**src/sv/pnv_pkg.sv**
```systemverilog
// Package: widths, codes, config type and helpers for the chiptune voice.
package pnv_pkg;

    localparam int PHASE_BITS  = 24;
    localparam int TICK_BITS   = 16;
    localparam int LEVEL_BITS  = 15;
    localparam int SAMPLE_BITS = LEVEL_BITS + 1;
    localparam int STEP_BITS   = 24;
    localparam int KIND_BITS   = 3;
    localparam int DUTY_BITS   = 2;
    localparam int IDX_BITS    = 3;
    localparam int DATA_BITS   = 16;
    localparam int LFSR_BITS   = 15;
    // env tick counter carries one extra bit over the config length
    localparam int ENV_T_BITS  = TICK_BITS + 1;
    // numerator of every envelope division: level times a tick count
    localparam int NUM_BITS    = LEVEL_BITS + TICK_BITS;
    localparam int DIV_CNT_BITS = $clog2(LEVEL_BITS + 1);

    localparam logic [LEVEL_BITS-1:0] FULL_LEVEL   = {LEVEL_BITS{1'b1}};
    localparam logic [LEVEL_BITS-1:0] SILENT_LEVEL = LEVEL_BITS'(32);
    localparam logic [ENV_T_BITS-1:0] TICKS_MAX    = {ENV_T_BITS{1'b1}};
    localparam logic [LFSR_BITS-1:0]  LFSR_RESET   = {LFSR_BITS{1'b1}};

    // Input item kinds
    localparam logic [KIND_BITS-1:0] K_TICK      = 3'd0;
    localparam logic [KIND_BITS-1:0] K_NOTE_ON   = 3'd1;
    localparam logic [KIND_BITS-1:0] K_NOTE_OFF  = 3'd2;
    localparam logic [KIND_BITS-1:0] K_SET_PITCH = 3'd3;
    localparam logic [KIND_BITS-1:0] K_SET_DUTY  = 3'd4;

    // Config register indexes
    localparam logic [IDX_BITS-1:0] R_ATTACK  = 3'd0;
    localparam logic [IDX_BITS-1:0] R_DECAY   = 3'd1;
    localparam logic [IDX_BITS-1:0] R_SUSTAIN = 3'd2;
    localparam logic [IDX_BITS-1:0] R_RELEASE = 3'd3;
    localparam logic [IDX_BITS-1:0] R_NOISE   = 3'd4;

    // Duty codes
    localparam logic [DUTY_BITS-1:0] D_12 = 2'd0;
    localparam logic [DUTY_BITS-1:0] D_25 = 2'd1;
    localparam logic [DUTY_BITS-1:0] D_50 = 2'd2;
    localparam logic [DUTY_BITS-1:0] D_75 = 2'd3;

    typedef struct packed {
        logic [TICK_BITS-1:0]  attack;
        logic [TICK_BITS-1:0]  decay;
        logic [LEVEL_BITS-1:0] sustain;
        logic [TICK_BITS-1:0]  rel;
        logic                  noise_mode;
    } cfg_t;

    typedef struct packed {
        logic tick;
        logic note_on;
        logic note_off;
    } env_cmd_t;

    typedef struct packed {
        logic                  done;
        logic [LEVEL_BITS-1:0] level;
        logic                  gate;
    } env_stat_t;

    // Pulse is high while the phase lies below the duty threshold;
    // thresholds are whole eighths, so the top three phase bits decide.
    function automatic logic pulse_high(input logic [2:0] eighth,
                                        input logic [DUTY_BITS-1:0] duty);
        logic hi;
        begin
            hi = 1'b0;
            unique case (duty)
                D_12: hi = (eighth < 3'd1);
                D_25: hi = (eighth < 3'd2);
                D_50: hi = (eighth < 3'd4);
                D_75: hi = (eighth < 3'd6);
                default: hi = 1'b0;
            endcase
            return hi;
        end
    endfunction

endpackage

```
**src/sv/pnv_if.sv**
```systemverilog
// Channel interfaces: input item, result item and config write.
interface pnv_item_if import pnv_pkg::*; ();
    logic                  valid;
    logic                  ready;
    logic [KIND_BITS-1:0]  kind;
    logic [STEP_BITS-1:0]  phase_step;
    logic [DUTY_BITS-1:0]  duty;

    modport source (output valid, kind, phase_step, duty, input ready);
    modport sink   (input valid, kind, phase_step, duty, output ready);
endinterface

interface pnv_result_if import pnv_pkg::*; ();
    logic                          valid;
    logic                          ready;
    logic signed [SAMPLE_BITS-1:0] sample_out;
    logic [LEVEL_BITS-1:0]         level_out;
    logic                          sounding;

    modport source (output valid, sample_out, level_out, sounding, input ready);
    modport sink   (input valid, sample_out, level_out, sounding, output ready);
endinterface

interface pnv_cfg_if import pnv_pkg::*; ();
    logic                 valid;
    logic                 ready;
    logic [IDX_BITS-1:0]  index;
    logic [DATA_BITS-1:0] data;

    modport source (output valid, index, data, input ready);
    modport sink   (input valid, index, data, output ready);
endinterface

```
**src/sv/pnv_div.sv**
```systemverilog
// Shared restoring divider: one quotient bit per cycle for the envelope.
module pnv_div import pnv_pkg::*; (
    input  logic                  clk,
    input  logic                  rst_n,
    input  logic                  start,
    input  logic [NUM_BITS-1:0]   num,
    input  logic [TICK_BITS-1:0]  den,
    output logic                  done,
    output logic [LEVEL_BITS-1:0] quotient
);

    logic                    busy_reg, busy_next;
    logic                    done_reg, done_next;
    logic [DIV_CNT_BITS-1:0] cnt_reg, cnt_next;
    logic [TICK_BITS-1:0]    rem_reg, rem_next;
    logic [LEVEL_BITS-1:0]   quo_reg, quo_next;
    logic [TICK_BITS-1:0]    den_reg, den_next;
    logic [TICK_BITS:0]      shifted;
    logic [TICK_BITS+1:0]    trial;

    // Trial subtract of the divisor from the remainder with the next bit in
    assign shifted = {rem_reg, quo_reg[LEVEL_BITS-1]};
    assign trial   = {1'b0, shifted} - {2'b00, den_reg};

    always_comb
    begin
        busy_next = busy_reg;
        done_next = 1'b0;
        cnt_next  = cnt_reg;
        rem_next  = rem_reg;
        quo_next  = quo_reg;
        den_next  = den_reg;
        if (start)
        begin
            // quotient is known to fit, so the top part is below the divisor
            busy_next = 1'b1;
            cnt_next  = DIV_CNT_BITS'(LEVEL_BITS);
            rem_next  = num[NUM_BITS-1:LEVEL_BITS];
            quo_next  = num[LEVEL_BITS-1:0];
            den_next  = den;
        end
        else if (busy_reg)
        begin
            if (!trial[TICK_BITS+1])
            begin
                rem_next = trial[TICK_BITS-1:0];
            end
            else
            begin
                rem_next = shifted[TICK_BITS-1:0];
            end
            quo_next = {quo_reg[LEVEL_BITS-2:0], ~trial[TICK_BITS+1]};
            cnt_next = cnt_reg - DIV_CNT_BITS'(1);
            if (cnt_reg == DIV_CNT_BITS'(1))
            begin
                busy_next = 1'b0;
                done_next = 1'b1;
            end
        end
    end

    // Hold control state under reset
    always_ff @(posedge clk or negedge rst_n)
    begin
        if (!rst_n)
        begin
            busy_reg <= 1'b0;
            done_reg <= 1'b0;
            cnt_reg  <= '0;
        end
        else
        begin
            busy_reg <= busy_next;
            done_reg <= done_next;
            cnt_reg  <= cnt_next;
        end
    end

    // Datapath registers
    always_ff @(posedge clk)
    begin
        rem_reg <= rem_next;
        quo_reg <= quo_next;
        den_reg <= den_next;
    end

    assign done     = done_reg;
    assign quotient = quo_reg;

endmodule

```
**src/sv/pnv_env.sv**
```systemverilog
// ADSR envelope sequencer: tick counter, one multiplier and the shared divider.
module pnv_env import pnv_pkg::*; (
    input  logic      clk,
    input  logic      rst_n,
    input  cfg_t      cfg,
    input  env_cmd_t  cmd,
    output env_stat_t stat
);

    localparam logic [1:0] E_IDLE = 2'd0;
    localparam logic [1:0] E_SEL  = 2'd1;
    localparam logic [1:0] E_DIV  = 2'd2;

    logic [1:0]            state_reg, state_next;
    logic [ENV_T_BITS-1:0] ticks_reg, ticks_next;
    logic [LEVEL_BITS-1:0] level_reg, level_next;
    logic                  gate_reg, gate_next;
    logic                  rel_reg, rel_next;
    logic                  decay_reg, decay_next;
    logic                  done_reg, done_next;

    logic [ENV_T_BITS-1:0] a_ext, d_ext, r_ext, ad_sum;
    logic [ENV_T_BITS-1:0] t_minus_a, r_minus_t;
    logic [LEVEL_BITS-1:0] mul_a;
    logic [TICK_BITS-1:0]  mul_b;
    logic [NUM_BITS-1:0]   product;
    logic                  div_start;
    logic [TICK_BITS-1:0]  div_den;
    logic                  div_done;
    logic [LEVEL_BITS-1:0] div_q;

    assign a_ext     = {1'b0, cfg.attack};
    assign d_ext     = {1'b0, cfg.decay};
    assign r_ext     = {1'b0, cfg.rel};
    assign ad_sum    = a_ext + d_ext;
    assign t_minus_a = ticks_reg - a_ext;
    assign r_minus_t = r_ext - ticks_reg;
    assign product   = NUM_BITS'(mul_a) * NUM_BITS'(mul_b);

    always_comb
    begin
        state_next = state_reg;
        ticks_next = ticks_reg;
        level_next = level_reg;
        gate_next  = gate_reg;
        rel_next   = rel_reg;
        decay_next = decay_reg;
        done_next  = 1'b0;
        div_start  = 1'b0;
        div_den    = cfg.attack;
        mul_a      = FULL_LEVEL;
        mul_b      = ticks_reg[TICK_BITS-1:0];
        unique case (state_reg)
            E_IDLE:
            begin
                priority if (cmd.note_on)
                begin
                    ticks_next = '0;
                    level_next = '0;
                    gate_next  = 1'b1;
                    rel_next   = 1'b0;
                end
                else if (cmd.note_off)
                begin
                    rel_next   = 1'b1;
                    ticks_next = '0;
                end
                else if (cmd.tick)
                begin
                    if (!gate_reg && (level_reg <= SILENT_LEVEL))
                    begin
                        // closed and nearly silent: drop to zero, keep the count
                        level_next = '0;
                        done_next  = 1'b1;
                    end
                    else
                    begin
                        if (ticks_reg != TICKS_MAX)
                        begin
                            ticks_next = ticks_reg + ENV_T_BITS'(1);
                        end
                        state_next = E_SEL;
                    end
                end
            end
            E_SEL:
            begin
                // pick the stage, form a numerator, start the divider if needed
                priority if (!rel_reg && (ticks_reg < a_ext))
                begin
                    mul_a      = FULL_LEVEL;
                    mul_b      = ticks_reg[TICK_BITS-1:0];
                    div_den    = cfg.attack;
                    div_start  = 1'b1;
                    decay_next = 1'b0;
                    state_next = E_DIV;
                end
                else if (!rel_reg && (ticks_reg < ad_sum))
                begin
                    mul_a      = FULL_LEVEL - cfg.sustain;
                    mul_b      = t_minus_a[TICK_BITS-1:0];
                    div_den    = cfg.decay;
                    div_start  = 1'b1;
                    decay_next = 1'b1;
                    state_next = E_DIV;
                end
                else if (!rel_reg)
                begin
                    level_next = cfg.sustain;
                    done_next  = 1'b1;
                    state_next = E_IDLE;
                end
                else if (ticks_reg < r_ext)
                begin
                    mul_a      = cfg.sustain;
                    mul_b      = r_minus_t[TICK_BITS-1:0];
                    div_den    = cfg.rel;
                    div_start  = 1'b1;
                    decay_next = 1'b0;
                    state_next = E_DIV;
                end
                else
                begin
                    // release finished: silence and close the gate
                    level_next = '0;
                    gate_next  = 1'b0;
                    done_next  = 1'b1;
                    state_next = E_IDLE;
                end
            end
            E_DIV:
            begin
                if (div_done)
                begin
                    level_next = decay_reg ? (FULL_LEVEL - div_q) : div_q;
                    done_next  = 1'b1;
                    state_next = E_IDLE;
                end
            end
            default:
            begin
                state_next = E_IDLE;
            end
        endcase
    end

    pnv_div u_div (
        .clk      (clk),
        .rst_n    (rst_n),
        .start    (div_start),
        .num      (product),
        .den      (div_den),
        .done     (div_done),
        .quotient (div_q)
    );

    // Advance envelope state
    always_ff @(posedge clk or negedge rst_n)
    begin
        if (!rst_n)
        begin
            state_reg <= E_IDLE;
            ticks_reg <= '0;
            level_reg <= '0;
            gate_reg  <= 1'b0;
            rel_reg   <= 1'b0;
            decay_reg <= 1'b0;
            done_reg  <= 1'b0;
        end
        else
        begin
            state_reg <= state_next;
            ticks_reg <= ticks_next;
            level_reg <= level_next;
            gate_reg  <= gate_next;
            rel_reg   <= rel_next;
            decay_reg <= decay_next;
            done_reg  <= done_next;
        end
    end

    assign stat.done  = done_reg;
    assign stat.level = level_reg;
    assign stat.gate  = gate_reg;

endmodule

```
**src/sv/pulse_noise_voice_adsr.sv**
```systemverilog
// Top level: one chiptune voice with pulse/noise oscillator and ADSR envelope.
//
//   channel | dir | payload                              | role
//   item    | in  | kind, phase_step, duty               | tick and note commands
//   result  | out | sample_out, level_out, sounding      | one per tick item
//   cfg     | in  | index, data                          | envelope and mode registers
//
// A tick steps the oscillator on transfer, then the envelope picks its stage and
// multiplies, the shared divider forms the level and the level is registered. A
// tick that holds sustain or ends the release skips the divider; one on a closed,
// silent voice skips the stage pick too. Other kinds give no result. item.ready
// is low while a tick is in work or its result waits for the slot, which frees
// as soon as its result transfers. cfg is always ready; reset loads defaults.
module pulse_noise_voice_adsr import pnv_pkg::*; (
    input  logic         clk,
    input  logic         rst_n,
    pnv_item_if.sink     item,
    pnv_result_if.source result,
    pnv_cfg_if.sink      cfg
);

    localparam logic [1:0] S_IDLE = 2'd0;
    localparam logic [1:0] S_BUSY = 2'd1;
    localparam logic [1:0] S_LOAD = 2'd2;

    logic [1:0]            state_reg, state_next;
    cfg_t                  cfg_reg, cfg_next;
    logic [PHASE_BITS-1:0] phase_reg, phase_next;
    logic [PHASE_BITS-1:0] step_reg, step_next;
    logic [DUTY_BITS-1:0]  duty_reg, duty_next;
    logic [LFSR_BITS-1:0]  lfsr_reg, lfsr_next;
    logic                  pos_reg, pos_next;

    logic                          out_valid_reg, out_valid_next;
    logic signed [SAMPLE_BITS-1:0] sample_reg, sample_next;
    logic [LEVEL_BITS-1:0]         level_reg, level_next;
    logic                          sound_reg, sound_next;

    logic                  item_xfer;
    logic [PHASE_BITS:0]   phase_sum;
    logic                  wrapped;
    logic [LFSR_BITS-1:0]  lfsr_step;
    logic                  slot_free;
    logic [SAMPLE_BITS-1:0] mag;
    env_cmd_t              env_cmd;
    env_stat_t             env_stat;

    assign item.ready = (state_reg == S_IDLE);
    assign cfg.ready  = 1'b1;
    assign item_xfer  = item.valid && item.ready;
    assign slot_free  = !out_valid_reg || result.ready;

    // Oscillator step: phase add with carry, LFSR shift on wrap
    assign phase_sum = {1'b0, phase_reg} + {1'b0, step_reg};
    assign wrapped   = phase_sum[PHASE_BITS];
    assign lfsr_step = {lfsr_reg[0] ^ lfsr_reg[1], lfsr_reg[LFSR_BITS-1:1]};
    assign mag       = {1'b0, env_stat.level};

    assign env_cmd.tick     = item_xfer && (item.kind == K_TICK);
    assign env_cmd.note_on  = item_xfer && (item.kind == K_NOTE_ON);
    assign env_cmd.note_off = item_xfer && (item.kind == K_NOTE_OFF);

    // Config register writes
    always_comb
    begin
        cfg_next = cfg_reg;
        if (cfg.valid && cfg.ready)
        begin
            unique case (cfg.index)
                R_ATTACK:  cfg_next.attack     = cfg.data[TICK_BITS-1:0];
                R_DECAY:   cfg_next.decay      = cfg.data[TICK_BITS-1:0];
                R_SUSTAIN: cfg_next.sustain    = cfg.data[LEVEL_BITS-1:0];
                R_RELEASE: cfg_next.rel        = cfg.data[TICK_BITS-1:0];
                R_NOISE:   cfg_next.noise_mode = cfg.data[0];
                default:   cfg_next = cfg_reg;
            endcase
        end
    end

    // Command decode, oscillator update and result hand-off
    always_comb
    begin
        state_next     = state_reg;
        phase_next     = phase_reg;
        step_next      = step_reg;
        duty_next      = duty_reg;
        lfsr_next      = lfsr_reg;
        pos_next       = pos_reg;
        out_valid_next = out_valid_reg && !result.ready;
        sample_next    = sample_reg;
        level_next     = level_reg;
        sound_next     = sound_reg;
        unique case (state_reg)
            S_IDLE:
            begin
                if (item_xfer)
                begin
                    unique case (item.kind)
                        K_TICK:
                        begin
                            phase_next = phase_sum[PHASE_BITS-1:0];
                            if (cfg_reg.noise_mode)
                            begin
                                if (wrapped)
                                begin
                                    lfsr_next = lfsr_step;
                                    pos_next  = lfsr_step[0];
                                end
                                else
                                begin
                                    pos_next = lfsr_reg[0];
                                end
                            end
                            else
                            begin
                                pos_next = pulse_high(phase_sum[PHASE_BITS-1:PHASE_BITS-3],
                                                      duty_reg);
                            end
                            state_next = S_BUSY;
                        end
                        K_NOTE_ON:   step_next = PHASE_BITS'(item.phase_step);
                        K_NOTE_OFF:  step_next = step_reg;
                        K_SET_PITCH: step_next = PHASE_BITS'(item.phase_step);
                        K_SET_DUTY:  duty_next = item.duty;
                        default:     step_next = step_reg;
                    endcase
                end
            end
            S_BUSY:
            begin
                if (env_stat.done)
                begin
                    state_next = S_LOAD;
                end
            end
            S_LOAD:
            begin
                if (slot_free)
                begin
                    out_valid_next = 1'b1;
                    sample_next    = pos_reg ? $signed(mag) : -$signed(mag);
                    level_next     = env_stat.level;
                    sound_next     = env_stat.gate;
                    state_next     = S_IDLE;
                end
            end
            default:
            begin
                state_next = S_IDLE;
            end
        endcase
    end

    pnv_env u_env (
        .clk   (clk),
        .rst_n (rst_n),
        .cfg   (cfg_reg),
        .cmd   (env_cmd),
        .stat  (env_stat)
    );

    // Control and voice state
    always_ff @(posedge clk or negedge rst_n)
    begin
        if (!rst_n)
        begin
            state_reg          <= S_IDLE;
            cfg_reg.attack     <= TICK_BITS'(160);
            cfg_reg.decay      <= TICK_BITS'(1600);
            cfg_reg.sustain    <= LEVEL_BITS'(19660);
            cfg_reg.rel        <= TICK_BITS'(2400);
            cfg_reg.noise_mode <= 1'b0;
            phase_reg          <= '0;
            step_reg           <= '0;
            duty_reg           <= D_25;
            lfsr_reg           <= LFSR_RESET;
            out_valid_reg      <= 1'b0;
        end
        else
        begin
            state_reg     <= state_next;
            cfg_reg       <= cfg_next;
            phase_reg     <= phase_next;
            step_reg      <= step_next;
            duty_reg      <= duty_next;
            lfsr_reg      <= lfsr_next;
            out_valid_reg <= out_valid_next;
        end
    end

    // Result payload and pending sign
    always_ff @(posedge clk)
    begin
        pos_reg    <= pos_next;
        sample_reg <= sample_next;
        level_reg  <= level_next;
        sound_reg  <= sound_next;
    end

    assign result.valid      = out_valid_reg;
    assign result.sample_out = sample_reg;
    assign result.level_out  = level_reg;
    assign result.sounding   = sound_reg;

endmodule

```
**src/flat_wrapper.sv**
```systemverilog
// flat-port wrapper written by rule: the top's interface ports become plain ports
module pulse_noise_voice_adsr_flat import pnv_pkg::*;
  (clk, rst_n, item_valid, item_kind, item_phase_step, item_duty, item_ready, result_valid, result_sample_out, result_level_out, result_sounding, result_ready, cfg_valid, cfg_index, cfg_data, cfg_ready);
  pnv_item_if item_i ();
  pnv_result_if result_i ();
  pnv_cfg_if cfg_i ();
  input  logic clk;
  input  logic rst_n;
  input wire logic [$bits(item_i.valid)-1:0] item_valid;
  input wire logic [$bits(item_i.kind)-1:0] item_kind;
  input wire logic [$bits(item_i.phase_step)-1:0] item_phase_step;
  input wire logic [$bits(item_i.duty)-1:0] item_duty;
  output wire logic [$bits(item_i.ready)-1:0] item_ready;
  output wire logic [$bits(result_i.valid)-1:0] result_valid;
  output wire logic [$bits(result_i.sample_out)-1:0] result_sample_out;
  output wire logic [$bits(result_i.level_out)-1:0] result_level_out;
  output wire logic [$bits(result_i.sounding)-1:0] result_sounding;
  input wire logic [$bits(result_i.ready)-1:0] result_ready;
  input wire logic [$bits(cfg_i.valid)-1:0] cfg_valid;
  input wire logic [$bits(cfg_i.index)-1:0] cfg_index;
  input wire logic [$bits(cfg_i.data)-1:0] cfg_data;
  output wire logic [$bits(cfg_i.ready)-1:0] cfg_ready;
  assign item_i.valid = item_valid;
  assign item_i.kind = item_kind;
  assign item_i.phase_step = item_phase_step;
  assign item_i.duty = item_duty;
  assign item_ready = item_i.ready;
  assign result_valid = result_i.valid;
  assign result_sample_out = result_i.sample_out;
  assign result_level_out = result_i.level_out;
  assign result_sounding = result_i.sounding;
  assign result_i.ready = result_ready;
  assign cfg_i.valid = cfg_valid;
  assign cfg_i.index = cfg_index;
  assign cfg_i.data = cfg_data;
  assign cfg_ready = cfg_i.ready;
  pulse_noise_voice_adsr u_core (.clk(clk), .rst_n(rst_n), .item(item_i), .result(result_i), .cfg(cfg_i));
endmodule
```
**config.mk**
```make
export PLATFORM = sky130hd
export DESIGN_NAME = pulse_noise_voice_adsr_flat
export DESIGN_NICKNAME = d
export VERILOG_FILES = /design/src/sv/pnv_pkg.sv /design/src/sv/pnv_if.sv /design/src/sv/pnv_div.sv /design/src/sv/pnv_env.sv /design/src/sv/pulse_noise_voice_adsr.sv /design/src/flat_wrapper.sv
export SDC_FILE = /design/constraint.sdc
export NUM_CORES = 1
export LEC_CHECK = 0
export BUFFER_PORTS_ARGS = -buffer_cell sky130_fd_sc_hd__buf_2
export CORE_MARGIN = 8
export CORE_UTILIZATION = 30
export DETAILED_ROUTE_END_ITERATION = 8
export PLACE_DENSITY_LB_ADDON = 0.08
export REMOVE_ABC_BUFFERS = 1
export SLEW_MARGIN = 10
export SYNTH_ARGS = -nofsm -noshare
export SYNTH_HDL_FRONTEND = slang
export SYNTH_SLANG_ARGS = --single-unit
export TNS_END_PERCENT = 5
```
**constraint.sdc**
```tcl
create_clock -name clk -period 22 [get_ports clk]
set_clock_uncertainty 0.15 [all_clocks]
set_input_delay 1.1 -clock clk [delete_from_list [all_inputs] [get_ports clk]]
set_output_delay 1.1 -clock clk [all_outputs]
set_load 0.02 [all_outputs]
```
==> qor.yml <==
status: "complete, no violations"
clockRootBuffer: "clkbuf_16"
crit_buf_inv: 5
async_reset_ff_share_pct: 69.0
hpwlAfterDp_microns: 58300
hold_viol_final: 0
cap_viol_max_count: 0
critPathCaptureType: "flop"
fin_util_pct: 33.8
final_antenna_net_count: 0
rsz0062_at_grt: "no"
drtIter0Drc: 971
cts_made_buffers: 31
cpMostUsedCell: "fa_1"
start_util_pct: 30.2
clk_pin_slew_ns: 0.06
wire_per_inst_microns: 20.3
crit_path_max_fanout: 15
synthFlopType: "dfrtp_1"
core_sq_mm: 0.0787
hp-class: "reg2reg"
place_inst: 3586
io_pins: 88
largest_register_ffs: 64
vias_per_cell: 4.96
arrival_ns: 12.28
cts_tree: "yes"
crit_slowest_cell: "a41oi_1"
io_buffers: 86
vias: 18104
die_h_microns: 298
cts.repair.resized: 0
yosysWarningCount: 0
p_leak_nw: 12.4
syn_inst: 2493
ys_types: 91
cp-start-kind: "flop"
insertion_delay_ns: 0.60
cts_sinks: 255
slew_viol_final: 0
peakVddDrop_mv: 0.136
routed_wl_microns: 74200
ys_seq_area_share_pct: 28.6
fmax_mhz: 82.6
setup_viol: 0
antenna_found_initial: 4
grt.overflow.total: 0
grt_use_total_pct: 16.7
post-route-period-util_pct: 55.0
rr_worst_depth: 38
fin_crit_ns: 12.10
holdPathStages: 2
postCtsSetupBuffers: 0
final_cell_mix: "inv_1, nand2_1, ha_1"
synth-seq-cells: 255
hold_ws_ns: 0.331
slew_headroom_pct: 20.1
cp.required_ns: 22.18
synth_edf_count: 79
cp_top_family: "compound AO/OA/AOI/OAI gates"
drive_above_1_share_pct: 13.5
drt-pass1-iter-count: 5
final_cells: 3648
grt_max_degree: 67
path_depth: 38
synthToLayoutAreaGrowth_pct: 11.7
die_area_sq_mm: 0.0886
power_density_mw_per_mm2: 129
max_stage_delay_ns: 0.65
final.setup.tns_ns: 0
cts-htree-levels: 1
cts_hold_buf: 0
fin_nets: 3030
grt_pass1_wl_microns: 116000
cts_buffer_depth: 3
synth_area_sq_mm: 0.0238
rows: 103
gp_congestion: 0.860
synth.avg_cell_area_sq_um: 9.55
die_w_microns: 298
drc_errors: 0
path_class: "reg2reg"
layout_commonest_cell: "inv_1"
grt_pass1_vias: 18862
worst_pin_slew_ns: 1.19
-- report_power, final --
group / internal, mW / switching [mW]
logic: 0.920 / 1.37
registers: 0.555 / 0.0598
clock network: 0.301 / 0.222
total: 1.78 / 1.65
-- path summary, 6_finish.rpt --
kind | from | endpoint | slack [ns]
worst min-delay path | u_core.phase_reg[0] | u_core.phase_reg[0] | 0.33
worst max register to register | u_core.cfg_reg[33] | u_core.u_env.u_div.rem_reg[15] | 9.90
worst max-delay path | u_core.cfg_reg[33] | u_core.u_env.u_div.rem_reg[15] | 9.90
worst min register to register | u_core.phase_reg[0] | u_core.phase_reg[0] | 0.33
max in group asynchronous | rst_n | u_core.cfg_reg[48] | 20.12
min in group asynchronous | rst_n | u_core.step_reg[6] | 0.35
-- metrics by stage --
stage / total power, mW / cell area, sq um / setup WS, ns
3_3_place_gp: 2.95 / 25600 / 9.97
5_1_grt: 3.79 / 26600 / 9.33
4_1_cts: 3.50 / 26600 / 9.86
3_5_place_dp: 2.95 / 25600 / 9.88
6_report: 3.43 / 26600 / 9.90
2_1_floorplan: 2.23 / 23500 / 10.83
-- worst min-delay path, delay by kind of cell, from the launching register on --
| kind | cells | cell delay (ns) |
|---|---|---|
| flops | 1 | 0.35 |
| simple gates | 2 | 0.11 |
-- per-layer routing --
metal  share of wire (%)  vias up  global-route usage [%]
met2                  45      354                    26.2
met4                 2.5        0                    4.00
met1                  48     9035                    23.8
li1                    -     8626                       -
met3                 4.5       89                    2.73
met5                   0        -                       0
-- Yosys cell counts (41+ instances only) --
cell        n  area share [%]
a21oi_1   106             2.2
a22oi_1    41             1.3
clkbuf_1   63            0.99
dfrtp_1   144              15
edfxtp_1   79              10
fa_1      185              16
ha_1      223              12
inv_1     301             4.7
mux2_2     99             4.7
nand2_1   260             4.1
nor2_1    177             2.8
nor2b_1    47             1.2
o21ai_0   111             2.3
xnor2_1    65             2.4
xor2_1     70             2.6
-- kinds of logic (layout without fill, tap and decap cells) --
| family | Yosys count | in the layout | synth area share, % |
|---|---|---|---|
| mux | 132 | 132 | 6.11 |
| xor+xnor | 135 | 135 | 4.97 |
| fa+ha+maj | 408 | 408 | 27.3 |
| simple gates | 707 | 707 | 14.0 |
| other cells | 1 | 5 | 0.0158 |
| compound gates | 467 | 467 | 12.8 |
| flops | 255 | 255 | 28.6 |
| buf+inv | 388 | 489 | 6.25 |
-- layout make-up --
class | instances | area (sq um)
Inverter | 304 | 1140
Clock inverter | 18 | 168
Antenna cell | 4 | 10.0
Multi-Input combinational cell | 1850 | 15500
Fill cell | 8182 | 52200
Timing Repair Buffer | 127 | 747
Tap cell | 1050 | 1310
Sequential cell | 255 | 6820
Clock buffer | 40 | 861
Note: power is estimated with default switching activity, not from simulation.
